### src/rtl/core/crcv_pkg.sv
// Shared types, constants and CRC matrix builder for the CRC block validator.
package crcv_pkg;

    localparam int PAYLOAD_BYTES  = 4096;
    localparam int HEADER_BYTES   = 64;
    localparam int HEADER_WORDS   = HEADER_BYTES / 8;
    localparam int BYTES_PER_WORD = 8;
    localparam int VALID_W        = 13;
    localparam int CFG_REGS       = 4;
    localparam int CFG_ADDR_W     = 5;

    localparam logic [63:0] MAGIC_WORD = 64'h3150_4752_3253_5256;
    localparam logic [31:0] CRC_POLY   = 32'hEDB8_8320;
    localparam logic [31:0] CRC_PRESET = 32'hFFFF_FFFF;

    // header word positions
    localparam logic [2:0] HW_MAGIC   = 3'd0;
    localparam logic [2:0] HW_SECTION = 3'd1;
    localparam logic [2:0] HW_CRCS    = 3'd2;
    localparam logic [2:0] HW_ZERO    = 3'd3;

    typedef enum logic [1:0] {
        ST_OK          = 2'd0,
        ST_INVALID     = 2'd1,
        ST_ID_MISMATCH = 2'd2
    } t_status;

    typedef struct packed {
        logic [31:0] crc;
        logic [63:0] data;
        logic [3:0]  nbytes;
    } t_crc_req;

    // row i: mask over {data[63:0], crc[31:0]} giving next crc bit i
    typedef logic [31:0][95:0] t_crc_mat;

    function automatic t_crc_mat crc_matrix(input int nbytes);
        t_crc_mat    m;
        logic [31:0] c;
        logic [63:0] d;
        int          i;
        int          j;
        int          k;
        int          b;
        m = '0;
        for (j = 0; j < 96; j++) begin
            c = '0;
            d = '0;
            if (j < 32) begin
                c[j] = 1'b1;
            end else begin
                d[j-32] = 1'b1;
            end
            for (k = 0; k < nbytes; k++) begin
                c = c ^ {24'b0, d[8*k +: 8]};
                for (b = 0; b < 8; b++) begin
                    c = c[0] ? ((c >> 1) ^ CRC_POLY) : (c >> 1);
                end
            end
            for (i = 0; i < 32; i++) begin
                m[i][j] = c[i];
            end
        end
        return m;
    endfunction

endpackage

### src/rtl/core/crcv_lane.sv
// One CRC-32 lane: advances the CRC over a fixed number of leading bytes.
module crcv_lane #(
    parameter int NBYTES = 8
) (
    input  logic [31:0] i_crc,
    input  logic [63:0] i_data,
    output logic [31:0] o_crc
);
    import crcv_pkg::*;

    localparam t_crc_mat MAT = crc_matrix(NBYTES);

    logic [95:0] vec;

    assign vec = {i_data, i_crc};

    always_comb begin
        for (int i = 0; i < 32; i++) begin
            o_crc[i] = ^(MAT[i] & vec);
        end
    end

endmodule

### src/rtl/core/crcv_crc_unit.sv
// Byte-count lanes for one word and the merge that picks the lane result.
module crcv_crc_unit (
    input  crcv_pkg::t_crc_req i_req,
    output logic [31:0]        o_crc,
    output logic               o_pad_bad
);
    import crcv_pkg::*;

    logic [31:0] lane_crc [1:BYTES_PER_WORD];

    for (genvar n = 1; n <= BYTES_PER_WORD; n++) begin : g_lane
        crcv_lane #(
            .NBYTES(n)
        ) u_lane (
            .i_crc (i_req.crc),
            .i_data(i_req.data),
            .o_crc (lane_crc[n])
        );
    end

    always_comb begin
        unique case (i_req.nbytes)
            4'd1:    o_crc = lane_crc[1];
            4'd2:    o_crc = lane_crc[2];
            4'd3:    o_crc = lane_crc[3];
            4'd4:    o_crc = lane_crc[4];
            4'd5:    o_crc = lane_crc[5];
            4'd6:    o_crc = lane_crc[6];
            4'd7:    o_crc = lane_crc[7];
            4'd8:    o_crc = lane_crc[8];
            default: o_crc = i_req.crc;
        endcase
    end

    // nonzero bytes beyond the counted ones
    always_comb begin
        o_pad_bad = 1'b0;
        for (int k = 0; k < BYTES_PER_WORD; k++) begin
            if (4'(k) >= i_req.nbytes && i_req.data[8*k +: 8] != 8'h00) begin
                o_pad_bad = 1'b1;
            end
        end
    end

endmodule

### src/rtl/core/crc_block_validator.sv
// Top level: stored-block header and payload validator with APB id registers.
// Throughput: one 64-bit word per cycle, (64 + P_PAYLOAD_BYTES) / 8 words per block.
// Each word's CRC step finishes in its own cycle through eight parallel byte-count lanes.
// Latency: status is registered, valid the cycle after the last word is taken.
// Input stalls only on a last word while an earlier status is still held.
// Synchronous active-low reset clears block state, id registers and output.
module crc_block_validator #(
    parameter int P_PAYLOAD_BYTES = crcv_pkg::PAYLOAD_BYTES
) (
    input  logic                            i_clk,
    input  logic                            i_rst_n,
    input  logic                            i_valid,
    output logic                            o_stall,
    input  logic [63:0]                     i_block_word,
    input  logic [31:0]                     i_expected_section,
    input  logic [31:0]                     i_expected_index,
    input  logic [crcv_pkg::VALID_W-1:0]    i_expected_valid,
    output logic                            o_valid,
    input  logic                            i_stall,
    output logic [1:0]                      o_status,
    input  logic                            psel,
    input  logic                            penable,
    input  logic                            pwrite,
    input  logic [crcv_pkg::CFG_ADDR_W-1:0] paddr,
    input  logic [63:0]                     pwdata,
    output logic [63:0]                     prdata,
    output logic                            pready
);
    import crcv_pkg::*;

    localparam int BLOCK_WORDS = (HEADER_BYTES + P_PAYLOAD_BYTES) / BYTES_PER_WORD;
    localparam int POS_W       = $clog2(BLOCK_WORDS);
    localparam int OFF_W       = $clog2(P_PAYLOAD_BYTES);
    localparam int CW          = ((OFF_W > VALID_W) ? OFF_W : VALID_W) + 1;

    logic [63:0]      r_id [CFG_REGS];
    logic [POS_W-1:0] r_pos;
    logic [31:0]      r_hcrc;
    logic [31:0]      r_pcrc;
    logic [31:0]      r_spcrc;
    logic [31:0]      r_shcrc;
    logic             r_inv;
    logic             r_idm;
    logic             r_pad;
    logic             r_out_valid;
    t_status          r_status;
    t_status          n_status;

    logic             cfg_wr;
    logic [1:0]       cfg_idx;
    logic             accept;
    logic             last;
    logic             is_hdr;
    logic [2:0]       hidx;
    logic [POS_W-1:0] pay_word;
    logic [CW-1:0]    off;
    logic [CW-1:0]    vext;
    logic [CW-1:0]    diff;
    logic [3:0]       pay_n;
    logic             valid_over;
    logic             hdr_inv;
    logic             id_bad;
    logic [CFG_REGS-1:0] id_eq;
    logic             inv_word;
    logic             pad_word;
    logic             inv_all;
    logic             pad_all;
    t_crc_req         req;
    logic [31:0]      crc_out;
    logic             pad_bad;

    // config port
    assign pready  = 1'b1;
    assign cfg_idx = paddr[4:3];
    assign cfg_wr  = psel && penable && pwrite && pready;
    assign prdata  = r_id[cfg_idx];

    always_ff @(posedge i_clk) begin
        if (!i_rst_n) begin
            for (int i = 0; i < CFG_REGS; i++) begin
                r_id[i] <= '0;
            end
        end else if (cfg_wr) begin
            r_id[cfg_idx] <= pwdata;
        end
    end

    // handshake
    assign last    = r_pos == POS_W'(BLOCK_WORDS - 1);
    assign o_stall = last && r_out_valid && i_stall;
    assign accept  = i_valid && !o_stall;
    assign o_valid = r_out_valid;
    assign o_status = r_status;

    // word decode
    assign is_hdr   = r_pos < POS_W'(HEADER_WORDS);
    assign hidx     = r_pos[2:0];
    assign pay_word = r_pos - POS_W'(HEADER_WORDS);
    assign off      = CW'({pay_word, 3'b000});
    assign vext     = CW'(i_expected_valid);
    assign diff     = vext - off;
    assign valid_over = vext > CW'(P_PAYLOAD_BYTES);

    always_comb begin
        priority if (vext <= off) begin
            pay_n = 4'd0;
        end else if (diff >= CW'(BYTES_PER_WORD)) begin
            pay_n = 4'(BYTES_PER_WORD);
        end else begin
            pay_n = diff[3:0];
        end
    end

    always_comb begin
        for (int k = 0; k < CFG_REGS; k++) begin
            id_eq[k] = i_block_word == r_id[k];
        end
    end

    always_comb begin
        hdr_inv = 1'b0;
        id_bad  = 1'b0;
        unique case (hidx)
            HW_MAGIC:   hdr_inv = i_block_word != MAGIC_WORD;
            HW_SECTION: hdr_inv = (i_block_word[31:0] != i_expected_section) ||
                                  (i_block_word[63:32] != i_expected_index);
            HW_CRCS:    hdr_inv = i_block_word[31:0] != 32'(i_expected_valid);
            HW_ZERO:    hdr_inv = i_block_word[63:32] != 32'h0;
            default:    id_bad  = !id_eq[hidx[1:0]];
        endcase
    end

    // CRC request: header skips bytes 24-27
    always_comb begin
        if (is_hdr) begin
            req.crc = r_hcrc;
            if (hidx == HW_ZERO) begin
                req.data   = {32'h0, i_block_word[63:32]};
                req.nbytes = 4'd4;
            end else begin
                req.data   = i_block_word;
                req.nbytes = 4'(BYTES_PER_WORD);
            end
        end else begin
            req.crc    = r_pcrc;
            req.data   = i_block_word;
            req.nbytes = pay_n;
        end
    end

    crcv_crc_unit u_crc (
        .i_req    (req),
        .o_crc    (crc_out),
        .o_pad_bad(pad_bad)
    );

    assign inv_word = valid_over || (is_hdr && hdr_inv);
    assign pad_word = !is_hdr && pad_bad;
    assign inv_all  = r_inv || inv_word || ((~crc_out) != r_spcrc) || ((~r_hcrc) != r_shcrc);
    assign pad_all  = r_pad || pad_word;

    always_comb begin
        priority if (inv_all) begin
            n_status = ST_INVALID;
        end else if (r_idm) begin
            n_status = ST_ID_MISMATCH;
        end else if (pad_all) begin
            n_status = ST_INVALID;
        end else begin
            n_status = ST_OK;
        end
    end

    // block state
    always_ff @(posedge i_clk) begin
        if (!i_rst_n) begin
            r_pos   <= '0;
            r_hcrc  <= CRC_PRESET;
            r_pcrc  <= CRC_PRESET;
            r_spcrc <= '0;
            r_shcrc <= '0;
            r_inv   <= 1'b0;
            r_idm   <= 1'b0;
            r_pad   <= 1'b0;
        end else if (accept) begin
            if (last) begin
                r_pos   <= '0;
                r_hcrc  <= CRC_PRESET;
                r_pcrc  <= CRC_PRESET;
                r_spcrc <= '0;
                r_shcrc <= '0;
                r_inv   <= 1'b0;
                r_idm   <= 1'b0;
                r_pad   <= 1'b0;
            end else begin
                r_pos <= r_pos + POS_W'(1);
                if (is_hdr) begin
                    r_hcrc <= crc_out;
                end else begin
                    r_pcrc <= crc_out;
                end
                if (is_hdr && hidx == HW_CRCS) begin
                    r_spcrc <= i_block_word[63:32];
                end
                if (is_hdr && hidx == HW_ZERO) begin
                    r_shcrc <= i_block_word[31:0];
                end
                r_inv <= r_inv || inv_word;
                r_idm <= r_idm || (is_hdr && id_bad);
                r_pad <= r_pad || pad_word;
            end
        end
    end

    // status word
    always_ff @(posedge i_clk) begin
        if (!i_rst_n) begin
            r_out_valid <= 1'b0;
            r_status    <= ST_OK;
        end else if (accept && last) begin
            r_out_valid <= 1'b1;
            r_status    <= n_status;
        end else if (!i_stall) begin
            r_out_valid <= 1'b0;
        end
    end

endmodule

### config.mk
export PLATFORM = sky130hd
export DESIGN_NAME = crc_block_validator
export DESIGN_NICKNAME = d
export VERILOG_FILES = /design/src/rtl/core/crcv_pkg.sv /design/src/rtl/core/crcv_lane.sv /design/src/rtl/core/crcv_crc_unit.sv /design/src/rtl/core/crc_block_validator.sv
export SDC_FILE = /design/constraint.sdc
export NUM_CORES = 2
export LEC_CHECK = 0
export BUFFER_PORTS_ARGS = -buffer_cell sky130_fd_sc_hd__buf_2
export CAP_MARGIN = 20
export CORE_MARGIN = 2
export CORE_UTILIZATION = 38
export CTS_CLUSTER_DIAMETER = 150
export CTS_CLUSTER_SIZE = 24
export DETAILED_ROUTE_END_ITERATION = 10
export GPL_TIMING_DRIVEN = 0
export PLACE_DENSITY = 0.52
export SLEW_MARGIN = 20
export SYNTH_ARGS = -nofsm -noshare
export SYNTH_HDL_FRONTEND = slang
export SYNTH_HIERARCHICAL = 1
export SYNTH_SLANG_ARGS = --single-unit
### constraint.sdc
create_clock -name i_clk -period 9.7 [get_ports i_clk]
set_clock_uncertainty 0.15 [all_clocks]
set_input_delay 1.455 -clock i_clk [delete_from_list [all_inputs] [get_ports i_clk]]
set_output_delay 1.455 -clock i_clk [all_outputs]
set_load 0.02 [all_outputs]
# [Yosys cells after proc, flatten, opt, wreduce, memory -nomap -nowiden]
# Memory sizes are Yosys's and may differ from the RTL's.
# Cells that the tools add are included.
[word_totals] ff_bits=144 ram_bits=256 out_inout_bits=69 word_cells=398 memories=1
[mem_list] name="r_id" words=4 word_bits=64 rd=5 rd_ports_with_merged_regs=0 write_ports=4 line_no="crc_block_validator.sv:36" rtl="logic [63:0] r_id [CFG_REGS];"
[classes] n_addsub=3 order_cmp=13 eq_ne=24 muxes=41 bitwise=2 reduce_logical=304
[ops] cell="96-bit XOR reduction" count=256
[ops] cell="64-bit equality test" count=4
[ops] cell="32-bit 2-to-1 mux" count=8
[ops] cell="32-bit one-hot mux with 8 select lines" count=1
[ops] cell="32-bit != test" count=4
[ops] cell="100-bit 2-to-1 mux" count=1
[ops] cell="68-bit 2-to-1 mux" count=1
[ops] cell="64-bit 2-to-1 mux" count=1
[ops] cell="64-bit by 62-bit != test with 1-bit output, second input constant" count=1
[ops] cell="32-bit inverter" count=2
[ops] cell="8-bit nonzero test" count=8
[ops] cell="64-bit OR reduction" count=1
[ops] cell="32-bit by 13-bit != test with 1-bit output" count=1
[ops] cell="32-bit nonzero test" count=1
[ops] cell="1-bit 2-to-1 mux" count=21
[ops] cell="1-bit logical AND" count=19
[ops] cell="4-bit by 3-bit equality test with 1-bit output, second input constant" count=4
[ops] cell="3-bit by 4-bit greater-or-equal comparator with 1-bit output, first input constant" count=4
[ops] cell="14-bit by 4-bit greater-or-equal comparator with 1-bit output, second input constant" count=1
[ops] cell="13-bit by 13-bit subtractor with 14-bit output" count=1
[ops] cell="13-bit greater-than comparator, second input constant" count=1
[ops] cell="13-bit <= comparator" count=1
[ops] cell="10-bit by 1-bit adder with 10-bit output, second input constant" count=1
[ops] cell="10-bit equality test, second input constant" count=1
[ops] cell="23 further kinds" count=43

# [Logic depth before layout (Yosys ltp)]
[depth] word_depth=21 depth_mapped=27 ltp_nobuf=24

# [Cells and area by module]
# Netlist, hierarchy kept.
[by_module_without_submodules] mod="crc_block_validator" instances=1 cells_per_inst=2165 area_each_um2=22674.2 seq_area_each_um2=10570.1
[by_module_without_submodules] mod="crcv_lane (u_crc.g_lane[8].u_lane)" instances=1 cells_per_inst=487 area_each_um2=5830.6 seq_area_each_um2=0.0
[by_module_without_submodules] mod="crcv_lane (u_crc.g_lane[7].u_lane)" instances=1 cells_per_inst=427 area_each_um2=5122.4 seq_area_each_um2=0.0
[by_module_without_submodules] mod="crcv_lane (u_crc.g_lane[6].u_lane)" instances=1 cells_per_inst=336 area_each_um2=3865.0 seq_area_each_um2=0.0
[by_module_without_submodules] mod="crcv_lane (u_crc.g_lane[4].u_lane)" instances=1 cells_per_inst=203 area_each_um2=3201.8 seq_area_each_um2=0.0
[by_module_without_submodules] mod="crcv_lane (u_crc.g_lane[5].u_lane)" instances=1 cells_per_inst=285 area_each_um2=3171.8 seq_area_each_um2=0.0
[by_module_without_submodules] mod="crcv_lane (u_crc.g_lane[3].u_lane)" instances=1 cells_per_inst=161 area_each_um2=2097.0 seq_area_each_um2=0.0
[by_module_without_submodules] mod="crcv_crc_unit" instances=1 cells_per_inst=238 area_each_um2=1935.6 seq_area_each_um2=0.0
[by_module_without_submodules] mod="crcv_lane (u_crc.g_lane[2].u_lane)" instances=1 cells_per_inst=121 area_each_um2=1571.5 seq_area_each_um2=0.0
[by_module_without_submodules] mod="crcv_lane (u_crc.g_lane[1].u_lane)" instances=1 cells_per_inst=64 area_each_um2=943.4 seq_area_each_um2=0.0

# [Worst setup path before layout]
# No wires, ideal clock.
[synth_timing] path_kind="in2reg" startpoint="input port paddr[3] in the netlist's numbering" endpoint="memory r_id[3][0], enable pin" t_arrival_ps=7163 t_required_ps=8976 path_slack_ps=1813 stages=5 path_buffers=3 cell_sequence="clkbuf_1 > buf_1 > buf_1 > nand2_1 > o21ai_0"
[synth_rtl] element="start: declaration" line_no="crc_block_validator.sv:24" rtl="input logic [crcv_pkg::CFG_ADDR_W-1:0] paddr,"
[synth_rtl] element="end: declaration" line_no="crc_block_validator.sv:36"

==> metrics.txt <==
status finished, violations left; failing checks design-rule violations; slowest stage cell, crit path nand2_1; distinct cell type count of the synthesized netlist 88; clk_lat worst skew 590 ps; CP Buf/Inv Count 3; Slew Limit Fails 0; R2R depth 21; flop2flop setup slack 530 ps; Hold-fix buffers, CTS 0; CTS tree done; Cells after Synth around 4500; die height 368 µm; Post-CTS Setup Inserts 0; mean post-synth cell area ~11 µm²; Vias/cell 5.94; TritonCTS buffer count 21; antenna-violating nets left 0; Fillers 12700; fraction of registers with async set/reset 0; largest net degree at the start of global routing 42; Site Rows 133; Die X 368 µm; CP startpoint kind register; routed wire length about 260000 µm; drt pass-1 iters 11; WHS Endpoint r_pad; Die ar. 136000 µm²; final hold violation count 0; Crit. End Element register; CTS root buf clkbuf_16; GRT Residual Overflow 0; clock sinks 400; sequential fraction of the synthesis area 0.210; final setup violation count 0; post-cts resize count 0; slew at the pin closest to its max-slew limit around 1300 ps; Hold Crit Depth 2; critical path fanouts, max 10; Core ar. 132000 µm²; PortBufs 221; Final GP Congestion around 1.1; crit path DAT 9520 ps; Netlist Area Pre-Place 50400 µm²; RSZ-0062 raised after global routing false; Data required, critical path around 10000 ps; Vias between 30000 and 40000; hold crit path type reg2reg; final net count 5001; FF+latch area around 11000 µm²; min Tclk post-route 9170 ps; post-route insts no fill 6544; clock slew at reported path FFs 110 ps; period utilisation layout 0.946; H-tree levels 1; most frequent cells in the layout xnor2_1 (1287), xor2_1 (461), xnor3_1 (370); # IOs 286; CTS max path bufs 3; Slew HR 0.150; total placed cells including tap cells between 6000 and 7000; first-pass GRT wire length 338000 µm; drt drc 1; Post-Syn Nets around 4700; crit-path max cell delay between 900 and 1000 ps; delay-heaviest family, CP simple AND/OR/NAND/NOR gates; Post-synth EDFFs between 200 and 300; Primary FF master, synth edfxtp_1; yosys warns 6; Reg2Reg Launch Point r_pos[3]; layout cells sized above 1 0.158; area of the multi-input gates 38600 µm²; initial drt markers 5489; worst path cell trace or2_2 -> clkbuf_1 -> or3_1 -> clkbuf_1 -> clkbuf_1 -> nand2_1 -> nand2_1 -> xnor2_2 -> xnor2_1 -> xnor3_1 -> xnor2_1 -> xnor3_1 -> a222oi_1 -> nand3_1 -> xor2_1 -> nand4_1 -> nor4_1 -> nand4_1 -> nor3_1 -> o21ai_0 -> o211a_1; Seq cells post-synth 400; Starting Density 0.383; number of global-route vias before repair 37800; HPWL after DPL a little over 200000 µm; fin util 0.422; fmax 0.109 GHz; Worst Setup Path Type reg2reg; WL per Instance roughly 39 µm; hold_sp r_pad; FF-to-FF End o_status[0]; area delta synth->final 10.2%; Total GRT Usage 0.367; commonest non-fill, non-tap cell in the layout xnor2_1; setup TNS 0 ps; most used cell, CP clkbuf_1; Max Cap Viol 0; initial antenna violation count 20
==> metrics by stage <==
stage | setup WS [ps] | hold slack, ps | instance area, µm²
floorplan | 1810 | 288 | 50400
global placement | -4090 | 304 | 53700
detailed placement | 927 | 312 | 54900
CTS | 863 | 338 | 55500
global route | 520 | 387 | 55500
finish | 527 | 339 | 55600
==> layer usage <==
metal | routed length [µm] | track usage
met1 | 92700 | 0.436
met4 | 23500 | 0.271
met5 | 264 | 0
met3 | 24300 | 0.0775
met2 | 116000 | 0.586
==> final cells by class <==
type,count,area share
Buffer,283,0.0235
Clock inverter,3,0.000991
Tap cell,1755,0.0395
Clock buffer,32,0.0102
Antenna cell,11,0.000496
Multi-Input combinational cell,3750,0.696
Inverter,54,0.00365
Sequential cell,400,0.190
Timing Repair Buffer,256,0.0357
==> tightest hold or removal path: cells and delay by family (launching register included) <==
kind	cells	cell delay, ps
flops	1	350
compound gates	1	40
simple gates	1	70
==> Yosys cell counts (all sizes together), types with 25 or more instances <==
| cell | number | area, µm² |
|---|---|---|
| xnor2 | 1447 | 14300 |
| xor2 | 491 | 4600 |
| xnor3 | 378 | 8530 |
| and2 | 283 | 1770 |
| edfxtp | 256 | 7690 |
| clkbuf | 203 | 782 |
| nand2 | 159 | 602 |
| dfxtp | 144 | 2880 |
| nor2 | 129 | 484 |
| a22oi | 100 | 751 |
| buf | 80 | 478 |
| nand4 | 78 | 488 |
| nor4 | 77 | 482 |
| mux4 | 64 | 1440 |
| inv | 53 | 199 |
| o21ai | 53 | 265 |
| nor3 | 51 | 277 |
| nand3 | 49 | 245 |
| o22ai | 49 | 307 |
| xor3 | 49 | 1170 |
| a221oi | 39 | 423 |
| a222oi | 35 | 350 |
| a22o | 33 | 289 |
| nor2b | 25 | 156 |
==> state kept, by name (all words and copies together), names as in the netlist <==
register	flops
o_status	2
o_valid	1
r_hcrc	32
r_id	256
r_idm	1
r_inv	1
r_pad	1
r_pcrc	32
r_pos	10
r_shcrc	32
r_spcrc	32
==> how the worst max path moves through the flow <==
stage	from	to	slack, ps	cells after the start
3_3_place_gp	paddr[3]	r_id[3][26]	-4090	5
2_1_floorplan	paddr[3]	r_id[3][0]	1810	5
4_1_cts	r_pos[3]	o_status[0]	860	21
6_report	r_pos[3]	o_status[0]	530	21
3_5_place_dp	r_pos[3]	o_status[0]	930	21
5_1_grt	r_pos[3]	o_status[0]	520	21
==> kinds of logic after synthesis <==
| logic type | Yosys count | synth area share |
|---|---|---|
| buffers and inverters | 337 | 0.0290 |
| XOR/XNOR | 2365 | 0.567 |
| multiplexers | 88 | 0.0340 |
| AND/OR/NAND/NOR | 895 | 0.0972 |
| other | 1 | 0.0000744 |
| AO/OA/AOI/OAI | 383 | 0.0587 |
| adder cells (fa/ha/maj) | 18 | 0.00462 |
| flip-flops | 400 | 0.210 |
Power is not shown: default switching activity piles up to over one toggle a cycle in this logic, so the estimate is an artifact.
